`config.mk`:
```
export PLATFORM = sky130hd
export DESIGN_NAME = infix_expression_evaluator_top
export DESIGN_NICKNAME = d
export VERILOG_FILES = /design/src/rtl/iee_pkg.sv /design/src/rtl/infix_expression_evaluator_top.sv /design/src/rtl/iee_front.sv /design/src/rtl/iee_queue.sv /design/src/rtl/iee_back.sv
export SDC_FILE = /design/constraint.sdc
export NUM_CORES = 2
export LEC_CHECK = 0
export BUFFER_PORTS_ARGS = -buffer_cell sky130_fd_sc_hd__buf_2
export CAP_MARGIN = 20
export CORE_MARGIN = 3
export CORE_UTILIZATION = 55
export DETAILED_ROUTE_END_ITERATION = 10
export GPL_TIMING_DRIVEN = 1
export PLACE_DENSITY_LB_ADDON = 0.12
export SYNTH_ARGS = -nofsm -noshare
export SYNTH_HDL_FRONTEND = slang
export SYNTH_SLANG_ARGS = --single-unit
```
`constraint.sdc`:
```
create_clock -name i_clk -period 17.8 [get_ports i_clk]
set_input_delay 0.89 -clock i_clk [delete_from_list [all_inputs] [get_ports i_clk]]
set_output_delay 0.89 -clock i_clk [all_outputs]
set_load 0.02 [all_outputs]
```
`src/rtl/iee_pkg.sv`:
```
package iee_pkg;

    // Width of the arithmetic datapath; all sums and products wrap at this width.
    localparam int VALUE_W = 32;

    // Parser states.
    localparam logic [2:0] ST_START  = 3'd0;
    localparam logic [2:0] ST_ZERO   = 3'd1;
    localparam logic [2:0] ST_NUM    = 3'd2;
    localparam logic [2:0] ST_OP     = 3'd3;
    localparam logic [2:0] ST_ACCEPT = 3'd4;
    localparam logic [2:0] ST_REJECT = 3'd5;

    // Character classes.
    localparam logic [1:0] CLS_ZERO  = 2'd0;
    localparam logic [1:0] CLS_DIGIT = 2'd1;
    localparam logic [1:0] CLS_OP    = 2'd2;
    localparam logic [1:0] CLS_OTHER = 2'd3;

    // Commands passed from the front end to the back end.
    localparam logic [2:0] ACT_NONE  = 3'd0;
    localparam logic [2:0] ACT_DIGIT = 3'd1;
    localparam logic [2:0] ACT_MUL   = 3'd2;
    localparam logic [2:0] ACT_ADD   = 3'd3;
    localparam logic [2:0] ACT_SUB   = 3'd4;

    // ASCII codes.
    localparam logic [7:0] CH_0     = 8'h30;
    localparam logic [7:0] CH_1     = 8'h31;
    localparam logic [7:0] CH_9     = 8'h39;
    localparam logic [7:0] CH_PLUS  = 8'h2B;
    localparam logic [7:0] CH_MINUS = 8'h2D;
    localparam logic [7:0] CH_STAR  = 8'h2A;

    typedef struct packed {
        logic [7:0] char_code;
        logic       is_last;
    } t_in_item;

    typedef struct packed {
        logic signed [31:0] value;
        logic               valid_res;
    } t_out_item;

    typedef struct packed {
        logic [2:0] act;
        logic [3:0] digit;
        logic       is_last;
        logic       ok;
    } t_cmd;

    // Sorts one character into its class.
    function automatic logic [1:0] char_class(input logic [7:0] c);
        logic [1:0] cls;
        cls = CLS_OTHER;
        if (c == CH_0) begin
            cls = CLS_ZERO;
        end else if (c inside {[CH_1:CH_9]}) begin
            cls = CLS_DIGIT;
        end else if (c inside {CH_PLUS, CH_MINUS, CH_STAR}) begin
            cls = CLS_OP;
        end
        return cls;
    endfunction

    // Transition table of the syntax checker.
    function automatic logic [2:0] next_state(input logic [2:0] st, input logic [1:0] cls);
        logic [2:0] nst;
        nst = ST_REJECT;
        case (st)
            ST_START, ST_OP: begin
                case (cls)
                    CLS_ZERO:  nst = ST_ZERO;
                    CLS_DIGIT: nst = ST_NUM;
                    default:   nst = ST_REJECT;
                endcase
            end
            ST_ZERO: begin
                nst = (cls == CLS_OP) ? ST_OP : ST_REJECT;
            end
            ST_NUM: begin
                case (cls)
                    CLS_ZERO, CLS_DIGIT: nst = ST_NUM;
                    CLS_OP:              nst = ST_OP;
                    default:             nst = ST_REJECT;
                endcase
            end
            default: nst = ST_REJECT;
        endcase
        return nst;
    endfunction

endpackage

```
`src/rtl/infix_expression_evaluator_top.sv`:
```
// Streaming evaluator for infix expressions over +, - and * on decimal numbers.
// Input channel: one ASCII character per transaction (i_data.char_code), with
// i_data.is_last set on the final character of an expression. A transaction
// is taken at a rising edge where i_valid is high and o_stall is low.
// Output channel: one result per expression, o_data.value (32-bit two's
// complement, wrapping) and o_data.valid_res, which is 0 for a syntax error;
// the value is then 0. Taken where o_valid is high and i_stall is low.
// Throughput is one character per cycle while the command queue has room, set by
// the combinational parser step and the one multiplier used per operator in the back end.
// After the final character is taken, the result is formed in steps: queue read,
// product of the last term, final add.
// A stall on an offered result holds the result register and freezes the back end;
// the front end keeps taking characters until the command queue
// (QUEUE_DEPTH entries) is full, then raises o_stall.
// Reset (synchronous, active low) returns the parser to its start state,
// empties the queue, sets the accumulators to their start values and drops o_valid.
module infix_expression_evaluator_top
    import iee_pkg::*;
#(
    parameter int QUEUE_DEPTH = 4
) (
    input  logic      i_clk,
    input  logic      i_rst_n,
    input  logic      i_valid,
    input  t_in_item  i_data,
    output logic      o_stall,
    output logic      o_valid,
    input  logic      i_stall,
    output t_out_item o_data
);

    logic w_full;
    logic w_empty;
    logic w_push;
    logic w_pop;
    t_cmd w_cmd_in;
    t_cmd w_cmd_out;

    // Parser and command encoder.
    iee_front u_front (
        .i_clk   (i_clk),
        .i_rst_n (i_rst_n),
        .i_valid (i_valid),
        .i_data  (i_data),
        .o_stall (o_stall),
        .i_full  (w_full),
        .o_push  (w_push),
        .o_cmd   (w_cmd_in)
    );

    // Command queue between parser and arithmetic.
    iee_queue #(
        .DEPTH (QUEUE_DEPTH)
    ) u_queue (
        .i_clk   (i_clk),
        .i_rst_n (i_rst_n),
        .i_push  (w_push),
        .i_cmd   (w_cmd_in),
        .i_pop   (w_pop),
        .o_cmd   (w_cmd_out),
        .o_full  (w_full),
        .o_empty (w_empty)
    );

    // Arithmetic back end and result register.
    iee_back u_back (
        .i_clk   (i_clk),
        .i_rst_n (i_rst_n),
        .i_cmd   (w_cmd_out),
        .i_empty (w_empty),
        .o_pop   (w_pop),
        .o_valid (o_valid),
        .i_stall (i_stall),
        .o_data  (o_data)
    );

endmodule

```
`src/rtl/iee_front.sv`:
```
module iee_front
    import iee_pkg::*;
(
    input  logic     i_clk,
    input  logic     i_rst_n,
    input  logic     i_valid,
    input  t_in_item i_data,
    output logic     o_stall,
    input  logic     i_full,
    output logic     o_push,
    output t_cmd     o_cmd
);

    logic [2:0] r_state;
    logic [2:0] n_state;
    logic [2:0] w_cur;
    logic [2:0] w_nst;
    logic [1:0] w_cls;

    // A character is taken whenever the queue has room.
    assign o_stall = i_full;
    assign o_push  = i_valid && !i_full;

    // Classify the character and step the syntax checker.
    assign w_cls = char_class(i_data.char_code);
    assign w_cur = (r_state > ST_REJECT) ? ST_REJECT : r_state;
    assign w_nst = next_state(w_cur, w_cls);

    // Translate the transition into a command for the back end.
    always_comb begin
        o_cmd.act = ACT_NONE;
        if (w_nst == ST_ZERO || w_nst == ST_NUM) begin
            o_cmd.act = ACT_DIGIT;
        end else if (w_nst == ST_OP) begin
            if (i_data.char_code == CH_STAR) begin
                o_cmd.act = ACT_MUL;
            end else if (i_data.char_code == CH_MINUS) begin
                o_cmd.act = ACT_SUB;
            end else begin
                o_cmd.act = ACT_ADD;
            end
        end
        o_cmd.digit   = i_data.char_code[3:0];
        o_cmd.is_last = i_data.is_last;
        o_cmd.ok      = (w_nst == ST_ZERO) || (w_nst == ST_NUM);
    end

    // The parser returns to its start state after the final character.
    always_comb begin
        n_state = r_state;
        if (o_push) begin
            n_state = i_data.is_last ? ST_START : w_nst;
        end
    end

    always_ff @(posedge i_clk) begin
        if (!i_rst_n) begin
            r_state <= ST_START;
        end else begin
            r_state <= n_state;
        end
    end

endmodule

```
`src/rtl/iee_queue.sv`:
```
module iee_queue
    import iee_pkg::*;
#(
    parameter int DEPTH = 4
) (
    input  logic i_clk,
    input  logic i_rst_n,
    input  logic i_push,
    input  t_cmd i_cmd,
    input  logic i_pop,
    output t_cmd o_cmd,
    output logic o_full,
    output logic o_empty
);

    localparam int PTR_W = (DEPTH > 1) ? $clog2(DEPTH) : 1;
    localparam int CNT_W = $clog2(DEPTH + 1);
    localparam logic [PTR_W-1:0] LAST_PTR = PTR_W'(DEPTH - 1);

    t_cmd             r_mem [DEPTH];
    logic [PTR_W-1:0] r_wr;
    logic [PTR_W-1:0] r_rd;
    logic [CNT_W-1:0] r_cnt;
    logic [PTR_W-1:0] n_wr;
    logic [PTR_W-1:0] n_rd;
    logic [CNT_W-1:0] n_cnt;
    logic             w_pop;

    assign o_full  = (r_cnt == CNT_W'(DEPTH));
    assign o_empty = (r_cnt == '0);
    assign o_cmd   = r_mem[r_rd];
    assign w_pop   = i_pop && !o_empty;

    // Pointer and fill count update.
    always_comb begin
        n_wr  = r_wr;
        n_rd  = r_rd;
        n_cnt = r_cnt;
        if (i_push) begin
            n_wr = (r_wr == LAST_PTR) ? '0 : r_wr + 1'b1;
        end
        if (w_pop) begin
            n_rd = (r_rd == LAST_PTR) ? '0 : r_rd + 1'b1;
        end
        if (i_push && !w_pop) begin
            n_cnt = r_cnt + 1'b1;
        end else if (w_pop && !i_push) begin
            n_cnt = r_cnt - 1'b1;
        end
    end

    always_ff @(posedge i_clk) begin
        if (!i_rst_n) begin
            r_wr  <= '0;
            r_rd  <= '0;
            r_cnt <= '0;
        end else begin
            r_wr  <= n_wr;
            r_rd  <= n_rd;
            r_cnt <= n_cnt;
        end
    end

    // Entry storage needs no reset.
    always_ff @(posedge i_clk) begin
        if (i_push) begin
            r_mem[r_wr] <= i_cmd;
        end
    end

endmodule

```
`src/rtl/iee_back.sv`:
```
module iee_back
    import iee_pkg::*;
(
    input  logic      i_clk,
    input  logic      i_rst_n,
    input  t_cmd      i_cmd,
    input  logic      i_empty,
    output logic      o_pop,
    output logic      o_valid,
    input  logic      i_stall,
    output t_out_item o_data
);

    localparam logic [VALUE_W-1:0] ONE_V   = VALUE_W'(1);
    localparam logic [VALUE_W-1:0] MINUS_V = '1;

    // Accumulators and the pending product of the last operator.
    logic [VALUE_W-1:0] r_num,   n_num;
    logic [VALUE_W-1:0] r_term,  n_term;
    logic [VALUE_W-1:0] r_total, n_total;
    logic               r_pend,  n_pend;
    logic               r_pend_mul, n_pend_mul;
    logic [VALUE_W-1:0] r_prod,  n_prod;

    // Final-result pipeline.
    logic               r_f1_v, r_f2_v, r_ov;
    logic               r_f1_ok, r_f2_ok;
    logic [VALUE_W-1:0] r_f1_term, r_f1_total, r_f1_num;
    logic [VALUE_W-1:0] r_f2_prod, r_f2_total;
    t_out_item          r_out;

    logic                 w_en;
    logic                 w_take;
    logic [VALUE_W-1:0]   w_term_cur;
    logic [VALUE_W-1:0]   w_total_cur;
    logic [VALUE_W-1:0]   w_num_dig;
    logic [2*VALUE_W-1:0] w_mult;
    logic [2*VALUE_W-1:0] w_fmult;
    logic [VALUE_W-1:0]   w_res;

    // The whole back end advances whenever the output register can move.
    assign w_en   = !r_ov || !i_stall;
    assign w_take = w_en && !i_empty;
    assign o_pop  = w_take;

    // Fold in the product left pending by the previous operator.
    assign w_term_cur  = (r_pend && r_pend_mul) ? r_prod : r_term;
    assign w_total_cur = (r_pend && !r_pend_mul) ? r_total + r_prod : r_total;

    // Decimal accumulate: number * 10 + digit.
    assign w_num_dig = (r_num << 3) + (r_num << 1) + VALUE_W'(i_cmd.digit);

    assign w_mult  = w_term_cur * r_num;
    assign w_fmult = r_f1_term * r_f1_num;
    assign w_res   = r_f2_total + r_f2_prod;

    // Accumulator update for one command.
    always_comb begin
        n_num      = r_num;
        n_term     = r_term;
        n_total    = r_total;
        n_pend     = r_pend;
        n_pend_mul = r_pend_mul;
        n_prod     = r_prod;
        if (w_en) begin
            n_term  = w_term_cur;
            n_total = w_total_cur;
            n_pend  = 1'b0;
        end
        if (w_take) begin
            case (i_cmd.act)
                ACT_DIGIT: begin
                    n_num = w_num_dig;
                end
                ACT_MUL: begin
                    n_prod     = w_mult[VALUE_W-1:0];
                    n_pend     = 1'b1;
                    n_pend_mul = 1'b1;
                    n_num      = '0;
                end
                ACT_ADD, ACT_SUB: begin
                    n_prod     = w_mult[VALUE_W-1:0];
                    n_pend     = 1'b1;
                    n_pend_mul = 1'b0;
                    n_term     = (i_cmd.act == ACT_SUB) ? MINUS_V : ONE_V;
                    n_num      = '0;
                end
                default: begin
                end
            endcase
            // The end of an expression restores the start values.
            if (i_cmd.is_last) begin
                n_num   = '0;
                n_term  = ONE_V;
                n_total = '0;
                n_pend  = 1'b0;
            end
        end
    end

    always_ff @(posedge i_clk) begin
        if (!i_rst_n) begin
            r_num      <= '0;
            r_term     <= ONE_V;
            r_total    <= '0;
            r_pend     <= 1'b0;
            r_pend_mul <= 1'b0;
            r_f1_v     <= 1'b0;
            r_f2_v     <= 1'b0;
            r_ov       <= 1'b0;
        end else begin
            r_num      <= n_num;
            r_term     <= n_term;
            r_total    <= n_total;
            r_pend     <= n_pend;
            r_pend_mul <= n_pend_mul;
            if (w_en) begin
                r_f1_v <= w_take && i_cmd.is_last;
                r_f2_v <= r_f1_v;
                r_ov   <= r_f2_v;
            end
        end
    end

    // Result datapath: snapshot, multiply, then add and clamp invalid to zero.
    always_ff @(posedge i_clk) begin
        r_prod <= n_prod;
        if (w_en) begin
            r_f1_ok    <= i_cmd.ok;
            r_f1_term  <= w_term_cur;
            r_f1_total <= w_total_cur;
            r_f1_num   <= (i_cmd.act == ACT_DIGIT) ? w_num_dig : r_num;
            r_f2_ok    <= r_f1_ok;
            r_f2_prod  <= w_fmult[VALUE_W-1:0];
            r_f2_total <= r_f1_total;
            r_out.valid_res <= r_f2_ok;
            r_out.value     <= r_f2_ok ? signed'(32'(w_res)) : '0;
        end
    end

    assign o_valid = r_ov;
    assign o_data  = r_out;

endmodule

```
==> out/metrics.csv <==
metric,value,unit
Final WS setup,9300,ps
area of the multi-input gates,0.0357,sq mm
Syn-to-layout area delta,5.60,%
Synth area leader,fa_1,
critical path class,reg -> reg,
CTS HTree Levels,2,
final setup fails,0,
Core Box Area,0.0903,sq mm
Num CTS Buffers,44,
Pleak,25.6,nW
relative slew slack,28.0,%
Clock Latency Late Sink,620,ps
post-detail-place hpwl,99.2,mm
post_cts resized,0,
FP Rows,110,
final hold vios,0,
Post-CTS Setup Inserts,0,
DRT Pass-1 Iters,5,
CP Capture Type,register,
crit start category,register,
vias in the first global route,36677,
Routed WL,129,mm
share of the synthesized area in the top cell type,32.7,%
CTS root buffer,clkbuf_16,
Pwr per Cell Area,76.4,mW/mm^2
final std cells w/o fill,6312,
Post-synth EDFFs,263,
via count,34937,
status,"finished, final reports clean",
Placer Congestion,0.889,
die span in y,308,um
Syn Inst Count,5190,
IO Pins,48,
CP Max Fanout,32,
VDD IR max,0.0839,mV
largest net degree at the start of global routing,150,
clk slew on worst S/H paths,70,ps
# hold bufs at CTS,0,
Hold WC Path Type,reg -> reg,
setup TNS,0,ps
period utilization,47.8,%
final slew viol count,0,
Mean Syn Cell Area,9.67,sq um
skew final,52.0,ps
Via density,5.54,
synthesis-stage register bit count,376,
min Tclk post-route,8500,ps
DR DRC count,0,
post-synthesis sequential area ratio,20.2,%
DP Cell Count,6229,
sequential cell area,0.0102,sq mm
crit path DAT,8850,ps
initial antenna violation count,3,
synthesized cell area,0.0502,sq mm
largest cells by area after synthesis,"fa_1 33%, edfxtp_1 16%, ha_1 9.3%",
filler instances,7965,
overall power,4.05,mW
max cap viols,0,
Mapped Nets,6396,
initial core utilization,55.6,%
Horiz. Die Dim,308,um
grt ovf,0,
Port Buffer Count,47,
clk buf depth,3,
warning count from the yosys run,0,
Async SR Flop Fraction,0,%
Synth cell types,85,
Die Area,0.0949,sq mm
Synth Flop Type,edfxtp_1,
Achievable Freq,118,MHz
layout cell share with drive strength beyond 1,5.06,%
clock sink total,376,
Nets,6306,
DR WL/cell,20.5,um
RSZ-0062 raised after global routing,no,
remaining antenna violation count,0,
Detailed Route Iter0 Violations,2427,
Post-Place Worst Slack,9340,ps
GRT Util Overall,28.4,%
CTS tree,yes,
WP data required,18150,ps
Worst Max-Slew Pin Slew,1080,ps
final core occ,58.7,%
first-pass GRT wire length,208,mm
==> stage by stage <==
step	area [sq um]	hold slack, ps
after detailed placement	51400	405
after CTS	53000	408
after floorplan	50200	400
after global placement	51400	402
final	53000	412
after global routing	53000	421
==> worst max-delay path, cell delays in order, from the launching register on <==
cell      delay (ps)
dfxtp_1          340
nand2_2          690
mux2_2           600
and2_1           260
fa_1             580
fa_1             450
fa_1             510
inv_1             50
fa_1             480
inv_1             60
fa_1             500
inv_1             60
fa_1             520
inv_1             50
fa_1             500
fa_1             430
ha_1             420
nand3_1          140
nor4b_1          270
a21oi_1           70
o311a_1          140
a21oi_1          300
a41oi_1          180
a21oi_1          300
a221oi_1         160
xnor2_1          140
==> cell families after synthesis <==
family                     count (synthesis)  share of synthesized area, %
adders and majority gates               1194                          42.0
and+or+nand+nor                         1640                          16.2
AOI/OAI and AO/OA                        525                          6.63
muxes                                     81                          2.02
buffers and inverters                   1136                          8.60
xor gates and xnor gates                 238                          4.23
DFF                                      376                          20.2
==> worst paths after layout <==
check | from | end | slack (ps) | cells past startpoint
max | u_back.r_pend$_SDFF_PN0_ | u_back.r_prod[31]$_DFFE_PP_ | 9300 | 25
min | u_back.r_f1_ok$_DFFE_PN_ | u_back.r_f2_ok$_DFFE_PN_ | 410 | 0
max reg2reg | u_back.r_pend$_SDFF_PN0_ | u_back.r_prod[31]$_DFFE_PP_ | 9300 | 25
min reg2reg | u_back.r_f1_ok$_DFFE_PN_ | u_back.r_f2_ok$_DFFE_PN_ | 410 | 0
==> power breakdown <==
group	leakage (nW)	total (mW)	switching [mW]	internal, mW
Sequential	3.90	1.41	0.202	1.21
Combinational	20.9	1.67	1.14	0.527
Clock	0.750	0.971	0.402	0.569
Total	25.6	4.05	1.74	2.30
==> placed cells by master, fill, tap and decap left out, drive strengths merged, types with 11 or more instances in the layout <==
cell type and n:
nand3 44, o211ai 11, and3 20, inv 896, ha 372, clkbuf 52, nand2b 24, a211oi 18
a21o 52, o21bai 24, nand4 14, mux2 37, dfxtp 113, o31ai 13, nand2 697, nor2 129
mux2i 35, fa 821, clkinv 16, nor2b 41, xor2 62, a21oi 161, a31oi 13, xnor2 175
o21ai 133, o21a 25, or2 13, a21boi 21, or3 14, buf 106, edfxtp 263, nor3 49
nor3b 12, and2 565
==> cell type report <==
class | instances | share of cell area, %
Antenna cell | 1 | 0.00472
Multi-Input combinational cell | 3678 | 67.4
Clock inverter | 29 | 0.670
Timing Repair Buffer | 106 | 1.34
Tap cell | 1176 | 2.78
Inverter | 894 | 6.35
Sequential cell | 376 | 19.2
Clock buffer | 52 | 2.29
==> layer usage <==
layer  routed length, um  global-route usage, %  share of wire, %  vias up
met1               56300                   39.6                44    17796
met3                7870                   3.98               6.1      185
li1                    -                      -                 -    15979
met2               61400                   46.6                47      977
met4                3730                   8.14               2.9        0
met5                   0                      0                 0        -
==> synth_stat cells (13+ instances only) <==
master and instances:
fa_1 821, xnor2_1 174, nand2b_1 24, nand4_1 14, edfxtp_1 263, inv_1 892
or2_2 13, nor3_1 48, ha_1 372, nor2b_1 41, nor2_1 129, a211oi_1 18
dfxtp_1 113, o21a_1 25, clkbuf_1 230, xor2_1 60, nand3_1 44, mux2i_1 34
or3_1 14, and3_1 20, o31ai_1 13, a21oi_1 159, a21o_1 52, and2_1 564
a21boi_0 19, o21bai_1 24, mux2_2 26, o21ai_0 128, nand2_1 693
==> state kept, by name, summed over array words and instances, names as in the netlist, 2 cells and up, named ones only <==
signal,count
u_back.r_total,32
u_back.r_num,32
u_queue.r_rd,2
u_queue.r_mem,36
u_back.r_f1_term,32
u_back.r_f2_prod,32
u_back.r_f1_num,32
u_back.r_prod,32
u_front.r_state,3
u_back.r_f2_total,32
u_queue.r_wr,2
u_back.r_f1_total,32
u_back.o_data,33
u_queue.r_cnt,3
u_back.r_term,32
No activity file was read; power rests on OpenSTA's default activity.
